## src/rtl/assert_macros.svh

```systemverilog
// assertion macros shared by the timer rtl
// no dependencies; included inside module bodies
`ifndef ASSERT_MACROS_SVH
`define ASSERT_MACROS_SVH

// clocked property, disabled while rst is high
`define ASSERT_CLK(lbl, clk, rst, prop, msg) \
   lbl: assert property (@(posedge clk) disable iff (rst) (prop)) else $error(msg);

// implication checked on every edge outside reset
`define ASSERT_IMP(lbl, clk, rst, ante, cons, msg) \
   lbl: assert property (@(posedge clk) disable iff (rst) (ante) |-> (cons)) else $error(msg);

// next-cycle implication checked outside reset
`define ASSERT_NXT(lbl, clk, rst, ante, cons, msg) \
   lbl: assert property (@(posedge clk) disable iff (rst) (ante) |=> (cons)) else $error(msg);

`endif

```

## src/rtl/mspet_pkg.sv

```systemverilog
// shared types and codes for the periodic event timer
// no dependencies
package mspet_pkg;

   localparam int SLOTS_DEF = 8;

   typedef enum logic [2:0] {
      ACT_TICK        = 3'd0,
      ACT_REGISTER    = 3'd1,
      ACT_UNREGISTER  = 3'd2,
      ACT_ACTIVATE    = 3'd3,
      ACT_DEACTIVATE  = 3'd4,
      ACT_RESET_COUNT = 3'd5
   } action_type;

   typedef enum logic [1:0] {
      KIND_EVENT = 2'd0,
      KIND_REPLY = 2'd1,
      KIND_ACK   = 2'd2
   } kind_type;

   typedef enum logic [1:0] {
      ST_IDLE,
      ST_SCAN,
      ST_FINISH
   } state_type;

   // one slot record as it travels along the ring
   typedef struct packed {
      logic [15:0] period;
      logic [15:0] count;
      logic        active;
   } rec_type;

   // per-step result of the head update
   typedef struct packed {
      logic fire;
      logic claim;
   } upd_stat_type;

endpackage

```

## src/rtl/multi_slot_periodic_event_timer.sv

```systemverilog
// top level of the multi-slot periodic event timer
// depends on mspet_pkg, mspet_cell, mspet_upd and assert_macros.svh
//
//   channel   direction   handshake            payload
//   req_      in          req_valid/req_stall   action, slot, period, start_active
//   rsp_      out         rsp_valid/rsp_stall   kind, slot_id, ok, uptime, last
//
// each request is captured, then makes one full turn of the slot ring past the
// head update, then finishes; an unknown action is taken in idle and dropped
// reset clears the slot ring, the uptime counter and all control state at once
// a tick holds back its latest event so the final one can carry last; a held
// event plus a new firing waits on rsp_stall, which freezes the ring rotation
module multi_slot_periodic_event_timer #(
   parameter int SLOTS = mspet_pkg::SLOTS_DEF
) (
   input  logic        clock,
   input  logic        reset,
   input  logic        req_valid,
   output logic        req_stall,
   input  logic [2:0]  req_action,
   input  logic [2:0]  req_slot,
   input  logic [15:0] req_period,
   input  logic        req_start_active,
   output logic        rsp_valid,
   input  logic        rsp_stall,
   output logic [1:0]  rsp_kind,
   output logic [2:0]  rsp_slot_id,
   output logic        rsp_ok,
   output logic [31:0] rsp_uptime,
   output logic        rsp_last
);
   import mspet_pkg::*;
   `include "assert_macros.svh"

   localparam int IDX_W = (SLOTS > 1) ? $clog2(SLOTS) : 1;
   localparam int CW    = ((IDX_W > 3) ? IDX_W : 3) + 1;

   // sequencer state
   state_type        state_ff, state_in;
   logic [IDX_W-1:0] idx_ff, idx_in;

   // captured request
   action_type  act_ff, act_in;
   logic [2:0]  slot_ff, slot_in;
   logic [15:0] period_ff, period_in;
   logic        start_ff, start_in;

   // register search result
   logic             found_ff, found_in;
   logic [IDX_W-1:0] handle_ff, handle_in;

   // event held back until the next firing or the end of the turn
   logic             held_v_ff, held_v_in;
   logic [IDX_W-1:0] held_id_ff, held_id_in;

   logic [31:0] uptime_ff, uptime_in;

   // result register
   logic        rsp_valid_ff, rsp_valid_in;
   kind_type    rsp_kind_ff, rsp_kind_in;
   logic [2:0]  rsp_slot_ff, rsp_slot_in;
   logic        rsp_ok_ff, rsp_ok_in;
   logic [31:0] rsp_uptime_ff, rsp_uptime_in;
   logic        rsp_last_ff, rsp_last_in;

   // ring wiring
   rec_type      ring_out [SLOTS];
   rec_type      ring_in  [SLOTS];
   rec_type      head_new;
   upd_stat_type stat;

   // control decode
   logic req_take;
   logic out_free;
   logic last_idx;
   logic is_tick;
   logic slot_match;
   logic exists;
   logic step;
   logic load_mid;
   logic load_final;
   logic uptime_inc;
   logic finish_done;

   assign req_take   = req_valid && !req_stall;
   assign out_free   = !rsp_valid_ff || !rsp_stall;
   assign last_idx   = (idx_ff == IDX_W'(SLOTS - 1));
   assign is_tick    = (act_ff == ACT_TICK);
   assign slot_match = (CW'(idx_ff) == CW'(slot_ff));
   assign exists     = (CW'(slot_ff) < CW'(SLOTS));

   // ring of slot cells: each cell hands its record toward the head, the
   // updated head record re-enters at the tail
   genvar g;
   generate
      for (g = 0; g < SLOTS; g++) begin : g_ring
         if (g == SLOTS - 1) begin : g_tail
            assign ring_in[g] = head_new;
         end else begin : g_mid
            assign ring_in[g] = ring_out[g+1];
         end
         mspet_cell u_cell (
            .clock    (clock),
            .reset    (reset),
            .shift_en (step),
            .rec_in   (ring_in[g]),
            .rec_out  (ring_out[g])
         );
      end
   endgenerate

   mspet_upd u_upd (
      .act        (act_ff),
      .slot_match (slot_match),
      .req_period (period_ff),
      .req_start  (start_ff),
      .found      (found_ff),
      .rec_in     (ring_out[0]),
      .rec_out    (head_new),
      .stat       (stat)
   );

   // finish completes once its result (if any) can go out
   assign finish_done = is_tick ? (!held_v_ff || out_free) : out_free;

   // next state
   always_comb begin
      state_in = state_ff;
      unique case (state_ff)
         ST_IDLE: begin
            if (req_take) begin
               case (action_type'(req_action)) inside
                  ACT_TICK, ACT_REGISTER, ACT_UNREGISTER,
                  ACT_ACTIVATE, ACT_DEACTIVATE, ACT_RESET_COUNT: begin
                     state_in = ST_SCAN;
                  end
                  default: begin
                     state_in = ST_IDLE;
                  end
               endcase
            end
         end
         ST_SCAN: begin
            if (step && last_idx) begin
               state_in = ST_FINISH;
            end
         end
         ST_FINISH: begin
            if (finish_done) begin
               state_in = ST_IDLE;
            end
         end
         default: begin
            state_in = ST_IDLE;
         end
      endcase
   end

   // sequencer outputs
   always_comb begin
      req_stall  = 1'b1;
      step       = 1'b0;
      load_mid   = 1'b0;
      load_final = 1'b0;
      uptime_inc = 1'b0;
      unique case (state_ff)
         ST_IDLE: begin
            req_stall = 1'b0;
         end
         ST_SCAN: begin
            // a second firing must push the held event out first
            step     = !(stat.fire && held_v_ff && !out_free);
            load_mid = stat.fire && held_v_ff && out_free;
         end
         ST_FINISH: begin
            load_final = out_free && (!is_tick || held_v_ff);
            uptime_inc = is_tick && finish_done;
         end
         default: begin
            req_stall = 1'b1;
         end
      endcase
   end

   // datapath next values
   always_comb begin
      idx_in     = idx_ff;
      act_in     = act_ff;
      slot_in    = slot_ff;
      period_in  = period_ff;
      start_in   = start_ff;
      found_in   = found_ff;
      handle_in  = handle_ff;
      held_v_in  = held_v_ff;
      held_id_in = held_id_ff;
      uptime_in  = uptime_inc ? uptime_ff + 32'd1 : uptime_ff;

      if (req_take) begin
         act_in    = action_type'(req_action);
         slot_in   = req_slot;
         period_in = req_period;
         start_in  = req_start_active;
         found_in  = 1'b0;
         idx_in    = '0;
      end

      if (step) begin
         idx_in = last_idx ? '0 : idx_ff + IDX_W'(1);
         if (stat.claim) begin
            found_in  = 1'b1;
            handle_in = idx_ff;
         end
         if (stat.fire) begin
            held_v_in  = 1'b1;
            held_id_in = idx_ff;
         end
      end

      if (state_ff == ST_FINISH && is_tick && finish_done) begin
         held_v_in = 1'b0;
      end
   end

   // result register load
   always_comb begin
      rsp_valid_in  = rsp_valid_ff && rsp_stall;
      rsp_kind_in   = rsp_kind_ff;
      rsp_slot_in   = rsp_slot_ff;
      rsp_ok_in     = rsp_ok_ff;
      rsp_uptime_in = rsp_uptime_ff;
      rsp_last_in   = rsp_last_ff;
      if (load_mid || load_final) begin
         rsp_valid_in  = 1'b1;
         rsp_uptime_in = uptime_ff;
         rsp_last_in   = load_final;
         if (load_mid || is_tick) begin
            rsp_kind_in = KIND_EVENT;
            rsp_slot_in = 3'(held_id_ff);
            rsp_ok_in   = 1'b1;
         end else if (act_ff == ACT_REGISTER) begin
            rsp_kind_in = KIND_REPLY;
            rsp_slot_in = found_ff ? 3'(handle_ff) : 3'd0;
            rsp_ok_in   = found_ff;
         end else begin
            rsp_kind_in = KIND_ACK;
            rsp_slot_in = slot_ff;
            rsp_ok_in   = exists;
         end
      end
   end

   always_ff @(posedge clock) begin
      if (reset) begin
         state_ff     <= ST_IDLE;
         idx_ff       <= '0;
         found_ff     <= 1'b0;
         held_v_ff    <= 1'b0;
         uptime_ff    <= 32'd0;
         rsp_valid_ff <= 1'b0;
      end else begin
         state_ff     <= state_in;
         idx_ff       <= idx_in;
         found_ff     <= found_in;
         held_v_ff    <= held_v_in;
         uptime_ff    <= uptime_in;
         rsp_valid_ff <= rsp_valid_in;
      end
   end

   // payload registers, no reset needed
   always_ff @(posedge clock) begin
      act_ff        <= act_in;
      slot_ff       <= slot_in;
      period_ff     <= period_in;
      start_ff      <= start_in;
      handle_ff     <= handle_in;
      held_id_ff    <= held_id_in;
      rsp_kind_ff   <= rsp_kind_in;
      rsp_slot_ff   <= rsp_slot_in;
      rsp_ok_ff     <= rsp_ok_in;
      rsp_uptime_ff <= rsp_uptime_in;
      rsp_last_ff   <= rsp_last_in;
   end

   assign rsp_valid   = rsp_valid_ff;
   assign rsp_kind    = rsp_kind_ff;
   assign rsp_slot_id = rsp_slot_ff;
   assign rsp_ok      = rsp_ok_ff;
   assign rsp_uptime  = rsp_uptime_ff;
   assign rsp_last    = rsp_last_ff;

   // a held event never survives into idle
   `ASSERT_IMP(a_held_not_idle, clock, reset, held_v_ff, state_ff != ST_IDLE, "held event in idle")
   // uptime only moves at the end of a tick, never mid-turn
   `ASSERT_NXT(a_uptime_scan, clock, reset, state_ff == ST_SCAN, $stable(uptime_ff), "uptime moved in scan")
   // an accepted tick starts a ring turn
   `ASSERT_NXT(a_tick_scans, clock, reset, req_take && req_action == ACT_TICK, state_ff == ST_SCAN, "tick did not scan")

endmodule

```

## src/rtl/mspet_cell.sv

```systemverilog
// one slot cell of the rotating ring
// depends on mspet_pkg
module mspet_cell (
   input  logic              clock,
   input  logic              reset,
   input  logic              shift_en,
   input  mspet_pkg::rec_type rec_in,
   output mspet_pkg::rec_type rec_out
);
   import mspet_pkg::*;

   rec_type rec_ff;
   rec_type rec_in_w;

   always_comb begin
      rec_in_w = shift_en ? rec_in : rec_ff;
   end

   always_ff @(posedge clock) begin
      if (reset) begin
         rec_ff <= '0;
      end else begin
         rec_ff <= rec_in_w;
      end
   end

   assign rec_out = rec_ff;

endmodule

```

## src/rtl/mspet_upd.sv

```systemverilog
// update of the slot record at the head of the ring
// depends on mspet_pkg
module mspet_upd (
   input  mspet_pkg::action_type   act,
   input  logic                    slot_match,
   input  logic [15:0]             req_period,
   input  logic                    req_start,
   input  logic                    found,
   input  mspet_pkg::rec_type      rec_in,
   output mspet_pkg::rec_type      rec_out,
   output mspet_pkg::upd_stat_type stat
);
   import mspet_pkg::*;

   logic [15:0] count_inc;

   assign count_inc = rec_in.count + 16'd1;

   always_comb begin
      rec_out    = rec_in;
      stat       = '0;
      case (act)
         ACT_TICK: begin
            if (rec_in.period != 16'd0 && rec_in.active) begin
               if (count_inc >= rec_in.period) begin
                  rec_out.count = 16'd0;
                  stat.fire     = 1'b1;
               end else begin
                  rec_out.count = count_inc;
               end
            end
         end
         ACT_REGISTER: begin
            // first free slot in ascending order wins
            if (req_period != 16'd0 && !found && rec_in.period == 16'd0) begin
               rec_out.period = req_period;
               rec_out.count  = 16'd0;
               rec_out.active = req_start;
               stat.claim     = 1'b1;
            end
         end
         ACT_UNREGISTER: begin
            if (slot_match) begin
               rec_out = '0;
            end
         end
         ACT_ACTIVATE: begin
            if (slot_match) begin
               rec_out.active = 1'b1;
            end
         end
         ACT_DEACTIVATE: begin
            if (slot_match) begin
               rec_out.active = 1'b0;
            end
         end
         ACT_RESET_COUNT: begin
            if (slot_match) begin
               rec_out.count = 16'd0;
            end
         end
         default: begin
            rec_out = rec_in;
         end
      endcase
   end

endmodule
```

## config.mk

```make
export PLATFORM = sky130hd
export DESIGN_NAME = multi_slot_periodic_event_timer
export DESIGN_NICKNAME = d
export VERILOG_FILES = /design/src/rtl/mspet_pkg.sv /design/src/rtl/multi_slot_periodic_event_timer.sv /design/src/rtl/mspet_cell.sv /design/src/rtl/mspet_upd.sv
export VERILOG_INCLUDE_DIRS = /design/src /design/src/rtl
export SDC_FILE = /design/constraint.sdc
export NUM_CORES = 1
export LEC_CHECK = 0
export BUFFER_PORTS_ARGS = -buffer_cell sky130_fd_sc_hd__clkbuf_2
export CORE_ASPECT_RATIO = 1.4
export CORE_MARGIN = 2
export CORE_UTILIZATION = 32
export CTS_CLUSTER_DIAMETER = 150
export CTS_CLUSTER_SIZE = 10
export DETAILED_ROUTE_END_ITERATION = 6
export PLACE_DENSITY = 0.46
export REMOVE_ABC_BUFFERS = 1
export SYNTH_ARGS = -nofsm -noshare
export SYNTH_HDL_FRONTEND = slang
export SYNTH_HIERARCHICAL = 1
export SYNTH_SLANG_ARGS = --single-unit
export TNS_END_PERCENT = 100
```

## constraint.sdc

```tcl
create_clock -name clock -period 4.88 [get_ports clock]
set_clock_uncertainty 0.2 [all_clocks]
set_input_delay 0 -clock clock [delete_from_list [all_inputs] [get_ports clock]]
set_output_delay 0 -clock clock [all_outputs]
set_load 0.01 [all_outputs]
```

==> impl_metrics.py, run 1 <==
metrics = {
    "status": {
        "outcome": "complete, no violations",
    },
    "floorplan": {
        "die_w_um": 189,
        "dieArea_mm2": 0.0496,
        "num_rows": 94,
        "io_pins": 68,
        "die_h_um": 263,
        "core_mm2": 0.0472,
        "initial_core_util": 0.324,
    },
    "placement": {
        "dp_hpwl_um": 21400,
        "gp_congestion": 0.808,
        "post_dp_cell_area_mm2": 0.0160,
        "port-buffer-count": 67,
        "pre_cts_ws_ns": 0.114,
    },
    "drt": {
        "drc": 0,
        "wl_um": 32300,
        "post_drt_wl_per_cell_um": 15.1,
        "avgViaCountPerCell": 4.78,
        "first_pass_iters": 4,
        "vias": 10200,
        "antenna_left": 0,
        "drt_iter0_drc": 525,
    },
    "sta": {
        "period_minus_slack_ns": 4.63,
        "max_freq_mhz": 216,
        "fin_hold_ws_ns": 0.0309,
        "tightest_slew_ns": 0.975,
        "final_hold_viol_count": 0,
        "rsz0062_at_grt": "no",
        "post-route-period-util": 0.948,
        "setup_ws_ns": 0.252,
        "final-max-slew-violation-count": 0,
        "slew_headroom": 0.344,
        "setup_viol": 0,
        "finalSetupTns_ns": 0,
    },
    "grt": {
        "grt_max_degree": 138,
        "grt_antenna_before_repair": 0,
        "gr-total-overflow": 0,
        "grt_pass1_wl_um": 52500,
        "gr-usage-all-layers": 0.130,
        "grt_pass1_vias": 9855,
    },
    "logic_synthesis": {
        "yosys_warnings": 6,
        "synthFlopType": "dfxtp_1",
        "syn_avg_cell_area_um2": 11.0,
        "seq_area_frac_synth": 0.531,
        "yosys.area.top_type": "dfxtp_1",
        "synth.distinct_cells": 60,
        "synthTopCellsByArea": "dfxtp_1 (40%), mux2i_1 (17%), edfxtp_1 (13%)",
        "synth_top_area_share": 0.398,
        "synthArstFlopShare": 0,
        "ys_seq_elements": 372,
        "syn-cell-area_mm2": 0.0153,
        "synth_cells": 1393,
        "synth_edf_count": 68,
    },
    "power_and_ir_drop": {
        "peakVddDrop_mv": 0.206,
        "switching_share": 0.216,
        "power.share.clock": 0.451,
        "internal-power_uw": 4950,
        "p_leak_uw": 0.00663,
        "switchingPower_uw": 1360,
        "pwr-share-seq": 0.500,
        "powerDensity_mw_per_mm2": 357,
        "combPwrFrac": 0.049,
    },
    "setup_path": {
        "crit_buf_inv": 2,
        "cp_data_required_time_ns": 5.16,
        "slowest_delay_ns": 0.59,
        "critPathSlowestCell": "dlygate4sd3_1",
        "crit_arrival_ns": 4.91,
        "critPathCaptureType": "flip-flop",
        "crit_top_cell": "nand4_1",
        "crit_type": "flip-flop to flip-flop",
        "crit_chain": "nand2_2 -> nor4_4 -> a31oi_1 -> or2_2 -> ha_1 -> nand4_1 -> a211o_1 -> o32a_1 -> and2_4 -> nor2b_2 -> nand4_1 -> buf_4 -> and3_1 -> nor4_1 -> dlygate4sd3_1",
        "crit_family": "simple AND/OR/NAND/NOR gates",
        "crit_path_max_fanout": 8,
        "start_kind": "flip-flop",
    },
    "final_layout": {
        "multi_input_area_mm2": 0.00627,
        "syn_to_final_growth_pct": 15.8,
        "stdcell_area_mm2": 0.0177,
        "fill_cells": 4692,
        "diodes": 0,
        "drive_gt1_frac": 0.117,
        "regArea_mm2": 0.00813,
        "fin_util": 0.376,
        "nets": 1542,
    },
    "clock_tree": {
        "cts_tree": "done",
        "cts_sinks": 372,
        "clk_latency_ns": 0.54,
        "htreeDepth": 2,
        "cts-root-buf": "clkbuf_16",
        "cts.path.max_buffers": 3,
        "cts.clk_slew.worst_paths_ns": 0.06,
        "cts_buffers": 43,
    },
    "run": {
        "max_cap_violations": 0,
    },
    "min_path": {
        "hp-class": "input pin to flip-flop",
    },
}
[per-layer routing]
metal | track usage | wire, µm
met5 | 0 | 0
met4 | 0.0408 | 789
met3 | 0.0220 | 1130
met2 | 0.239 | 16600
met1 | 0.152 | 13800
[timing repair]
action / 4_1_cts / 5_1_grt
endpoints found under the hold margin: 153 / 0
hold buffers: 49 / 0
endpoints found under the setup margin: 0 / 241
resized for setup: 0 / 4
buffers inserted: 0 / 2
[stage by stage]
| step | std cells | power (µW) |
|---|---|---|
| global route | 2140 | 6580 |
| floorplan | 1304 | 3510 |
| CTS | 2138 | 6440 |
| finish | 2140 | 6320 |
| detailed placement | 2023 | 3500 |
| global placement | 2023 | 3500 |
[layout by cell type (no fill, tap or decap), types with 3 or more instances in the layout]
cell type / Yosys / routed
dfxtp_1: 304 / 304
nor2_1: 294 / 294
mux2i_1: 266 / 266
edfxtp_1: 68 / 68
clkbuf_2: 8 / 66
dlygate4sd3_1: 0 / 49
clkbuf_16: 0 / 45
nand4_1: 33 / 33
inv_1: 27 / 26
a21oi_1: 26 / 26
nand2_1: 25 / 24
ha_1: 20 / 20
clkbuf_1: 38 / 20
buf_4: 1 / 19
nor4_1: 19 / 18
nand3_1: 18 / 18
o21ai_0: 16 / 16
a22o_1: 16 / 16
nor2b_1: 15 / 14
or4_1: 13 / 13
and3_1: 12 / 12
xor2_1: 12 / 12
or3_1: 11 / 11
mux2_2: 11 / 11
o31ai_1: 11 / 11
buf_12: 24 / 11
nor3_1: 11 / 10
nand2b_1: 9 / 9
a32o_1: 7 / 7
o211ai_1: 6 / 6
or2_2: 5 / 5
a31oi_1: 5 / 5
xnor2_1: 5 / 5
and4_1: 4 / 4
a221o_1: 4 / 4
a21boi_0: 3 / 3
a41oi_1: 3 / 3
[power by group through the flow]
stage / Sequential (µW) / Clock [µW] / Combinational, µW
2_1_floorplan: 3210 / 0 / 290
3_3_place_gp: 3220 / 0 / 278
3_5_place_dp: 3220 / 0 / 279
4_1_cts: 3160 / 2970 / 310
5_1_grt: 3160 / 3090 / 332
6_report: 3160 / 2850 / 308
[cell type report]
| class | count | share of cell area |
|---|---|---|
| flip-flops and latches | 372 | 0.459 |
| multi-input cells | 905 | 0.354 |
| clock buffers | 65 | 0.0678 |
| repair buffers | 146 | 0.0677 |
| well taps | 624 | 0.0441 |
| inverters | 27 | 0.00721 |
| clock inverters | 1 | 0.000494 |
[path summary, 6_finish.rpt]
check                                                start                        to  slack [ns]  depth (start not counted)
hold / removal                               req_action[2]       act_ff[2]$_DFFE_PP_        0.03                          2
hold reg to reg                 uptime_ff[31]$_SDFFE_PP0P_  rsp_uptime[31]$_DFFE_PP_        0.26                          0
setup reg to reg  g_ring[0].u_cell/rec_out[1]$_SDFFE_PP0P_  state_ff[0]$_SDFFE_PP0P_        0.25                         15
setup / recovery  g_ring[0].u_cell/rec_out[1]$_SDFFE_PP0P_  state_ff[0]$_SDFFE_PP0P_        0.25                         15
[state kept, by name (all words and copies together), names as in the netlist, 2 cells and up]
name and cells:
act_ff 3, g_ring.u_cell/rec_out 264, handle_ff 3, held_id_ff 3, idx_ff 3, period_ff 16
rsp_kind 2, rsp_slot_id 3, rsp_uptime 32, slot_ff 3, state_ff 2, uptime_ff 32
[logic make-up (layout without fill, tap and decap cells)]
kind of cell / after synthesis / after routing / synth area share
adder cells (fa/ha/maj): 20 / 20 / 0.0164
buffers and inverters: 116 / 239 / 0.0602
XOR/XNOR: 17 / 17 / 0.00973
flip-flops: 372 / 372 / 0.531
multiplexers: 277 / 277 / 0.182
AND/OR/NAND/NOR: 484 / 484 / 0.151
AO/OA/AOI/OAI: 107 / 107 / 0.0497
[worst reg2reg max path, stage by stage (launching register included)]
cell and delay, ns:
dfxtp_1 0.45, nand2_2 0.16, nor4_4 0.43, a31oi_1 0.17, or2_2 0.33, ha_1 0.30
nand4_1 0.17, a211o_1 0.26, o32a_1 0.36, and2_4 0.21, nor2b_2 0.21, nand4_1 0.16
buf_4 0.17, and3_1 0.17, nor4_1 0.23, dlygate4sd3_1 0.59
[cells in the mapped netlist (all sizes together) (12+ instances only)]
cell type and n:
nand4 33, nor2 295, clkbuf 46, a22o 16, dfxtp 304, o21ai 16, xor2 12, nor4 21
a21oi 26, nand2 25, mux2i 266, ha 20, or4 13, nor2b 15, or3 12, buf 43
nand3 19, edfxtp 68, and3 13, inv 27
No activity file was read; power rests on OpenSTA's default activity.
==> run 2, diff against run 1 <==
- CELL_PAD_IN_SITES_DETAIL_PLACEMENT: unset -> 1
- CELL_PAD_IN_SITES_GLOBAL_PLACEMENT: unset -> 1
- PLACE_DENSITY: 0.46 -> 0.54
==> run 2 against run 1 <==
Sequential power about the same. Via count up 0.30%. Setup slack better by 0.062 ns. Global-route usage increased by 0.78 points. Sequential share of layout area increased by 0.33 points. First-iteration DRC count is 27% lower. Cell area decreased by 0.69%. Maximum frequency grew 1.4%. Register-to-register slack gained 0.06 ns. Combinational power shrank 5%. Count of clock-buffer cells in the layout decreased by 1. Utilization fell by 0.26 points. Highest routed layer unchanged. Critical path type unchanged.
==> impl_metrics.py, run 2 (synthesis gave the netlist of run 1 again) <==
metrics = {
    "grt": {
        "grtUsageMet2": 0.251,
        "grt_max_degree": 176,
        "met1_usage": 0.163,
        "top_usage_layer": "met2",
        "gr-usage-all-layers": 0.138,
        "grt_pass1_vias": 10500,
        "grt_antenna_before_repair": 0,
        "grt_pass1_wl_um": 56000,
        "gr-usage-met3": 0.0234,
        "gr-total-overflow": 0,
    },
    "sta": {
        "finalSetupTns_ns": 0,
        "max_freq_mhz": 219,
        "slew_headroom": 0.315,
        "rsz0062_at_grt": "no",
        "fin_hold_ws_ns": 0.00884,
        "final_hold_viol_count": 0,
        "setup_viol": 0,
        "final-max-slew-violation-count": 0,
        "tightest_slew_ns": 1.03,
        "post-route-period-util": 0.936,
        "period_minus_slack_ns": 4.57,
    },
    "min_path": {
        "hp-class": "input pin to flip-flop",
    },
    "floorplan": {
        "num_rows": 94,
        "core_mm2": 0.0472,
        "io_pins": 68,
        "initial_core_util": 0.324,
        "die_h_um": 263,
        "die_w_um": 189,
        "dieArea_mm2": 0.0496,
    },
    "drt": {
        "first_pass_iters": 4,
        "avgViaCountPerCell": 4.82,
        "post_drt_wl_per_cell_um": 16.0,
        "antenna_left": 0,
        "drc": 0,
        "vias": 10300,
        "wl_um": 34000,
        "drt_iter0_drc": 385,
    },
    "clock_tree": {
        "cts_buffers": 43,
        "clk_latency_ns": 0.54,
        "cts.clk_slew.worst_paths_ns": 0.06,
        "cts_sinks": 372,
        "cts.path.max_buffers": 3,
        "htreeDepth": 2,
        "cts_tree": "done",
        "cts-root-buf": "clkbuf_16",
    },
    "final_layout": {
        "final_common_cell": "dfxtp_1",
        "diodes": 0,
        "syn_to_final_growth_pct": 15.0,
        "nets": 1534,
        "largest_register_ffs": 264,
        "drive_gt1_frac": 0.113,
        "final_cell_mix": "dfxtp_1 (302), nor2_1 (294), mux2i_1 (266), edfxtp_1 (68), clkbuf_2 (66)",
    },
    "setup_path": {
        "crit_buf_inv": 3,
        "slowest_delay_ns": 0.44,
        "crit_path_end": "g_ring[7].u_cell/rec_out[31]$_SDFFE_PP0P_",
        "cp.depth": 17,
        "worst-r2r-setup-slack_ns": 0.31,
        "r2r-start": "g_ring[0].u_cell/rec_out[4]$_SDFFE_PP0P_",
        "cp-startpoint": "g_ring[0].u_cell/rec_out[4]$_SDFFE_PP0P_",
        "crit_chain": "nand3_4 -> nor4_4 -> buf_4 -> a31oi_1 -> nand2b_1 -> ha_1 -> nand4_1 -> a211o_1 -> o32a_1 -> and2_4 -> nor2b_1 -> nand4_1 -> nand2_2 -> inv_8 -> buf_12 -> mux2i_1 -> nor2_1",
        "start_kind": "flip-flop",
        "crit_family": "simple AND/OR/NAND/NOR gates",
        "critPathCaptureType": "flip-flop",
        "critPathSlowestCell": "dfxtp_1",
        "crit_top_cell": "nand4_1",
        "r2r_cells": 17,
        "crit_arrival_ns": 4.75,
        "cp_data_required_time_ns": 5.06,
        "crit_path_max_fanout": 55,
        "timing.rr.end": "g_ring[7].u_cell/rec_out[31]$_SDFFE_PP0P_",
        "crit_type": "flip-flop to flip-flop",
    },
    "status": {
        "outcome": "complete, no violations",
    },
    "power_and_ir_drop": {
        "peakVddDrop_mv": 0.214,
        "powerDensity_mw_per_mm2": 358,
        "p_leak_uw": 0.00656,
    },
    "run": {
        "max_cap_violations": 0,
    },
    "placement": {
        "port-buffer-count": 67,
        "gp_congestion": 0.750,
        "dp_hpwl_um": 22300,
    },
}
[run 2: changes by cell type in the layout (fill, tap and decap cells not counted), moves of 2 or more]
cell,change
buf_12,-4
buf_4,-4
dfxtp_2,+2
dfxtp_1,-2
[run 2: worst min path at each step]
stage / from / endpoint / slack [ns] / cells after the start
2_1_floorplan: reset / idx_ff[0]$_SDFFE_PP0P_ / -0.13 / 1
3_3_place_gp: req_period[1] / period_ff[1]$_DFFE_PP_ / -0.02 / 1
3_5_place_dp: req_period[7] / period_ff[7]$_DFFE_PP_ / -0.02 / 1
4_1_cts: req_slot[0] / slot_ff[0]$_DFFE_PP_ / 0.001 / 2
5_1_grt: req_slot[0] / slot_ff[0]$_DFFE_PP_ / 0.002 / 2
6_report: req_slot[0] / slot_ff[0]$_DFFE_PP_ / 0.009 / 2
[run 2: where the power goes]
| part | leakage (µW) | internal, µW | switching [µW] |
|---|---|---|---|
| Sequential | 0.00303 | 3140 | 16.1 |
| Combinational | 0.00295 | 125 | 169 |
| Clock | 0.000582 | 1670 | 1180 |
[run 2: routing by layer]
layer	vias up	wire length, µm
met2	116	17400
met4	0	904
met5	-	0
met1	4992	14800
met3	57	960
li1	5097	-
[run 2: stage by stage]
step / cells / util / power [µW] / setup slack (ns) / area (µm²)
global placement: 2017 / 0.337 / 3490 / 0.318 / 15900
finish: 2131 / 0.373 / 6300 / 0.314 / 17600
CTS: 2131 / 0.373 / 6440 / 0.142 / 17600
detailed placement: 2017 / 0.337 / 3490 / 0.165 / 15900
global route: 2131 / 0.373 / 6570 / 0.00522 / 17600
floorplan: 1304 / - / 3510 / -7.06 / 14500
[run 2: what timing repair did]
item | 4_1_cts | 5_1_grt
hold buffers | 49 | 0
setup buffers | 0 | 0
hold endpoints to repair | 132 | 0
endpoints found under the setup margin | 0 | 232
gates resized for setup | 0 | 5
[run 2: layout make-up]
class	instances	area, µm²
Clock inverter	1	8.76
Sequential cell	372	8130
Tap cell	624	781
Clock buffer	64	1200
Fill cell	5159	29600
Multi-Input combinational cell	905	6270
Timing Repair Buffer	138	1090
Inverter	27	109
[run 2: worst reg2reg max path: cells and delay by family (launching register included)]
| kind | cells | cell delay, ns |
|---|---|---|
| simple gates | 9 | 1.81 |
| flops | 1 | 0.44 |
| fa+ha+maj | 1 | 0.30 |
| compound gates | 3 | 0.73 |
| mux | 1 | 0.25 |
| buf+inv | 3 | 0.68 |
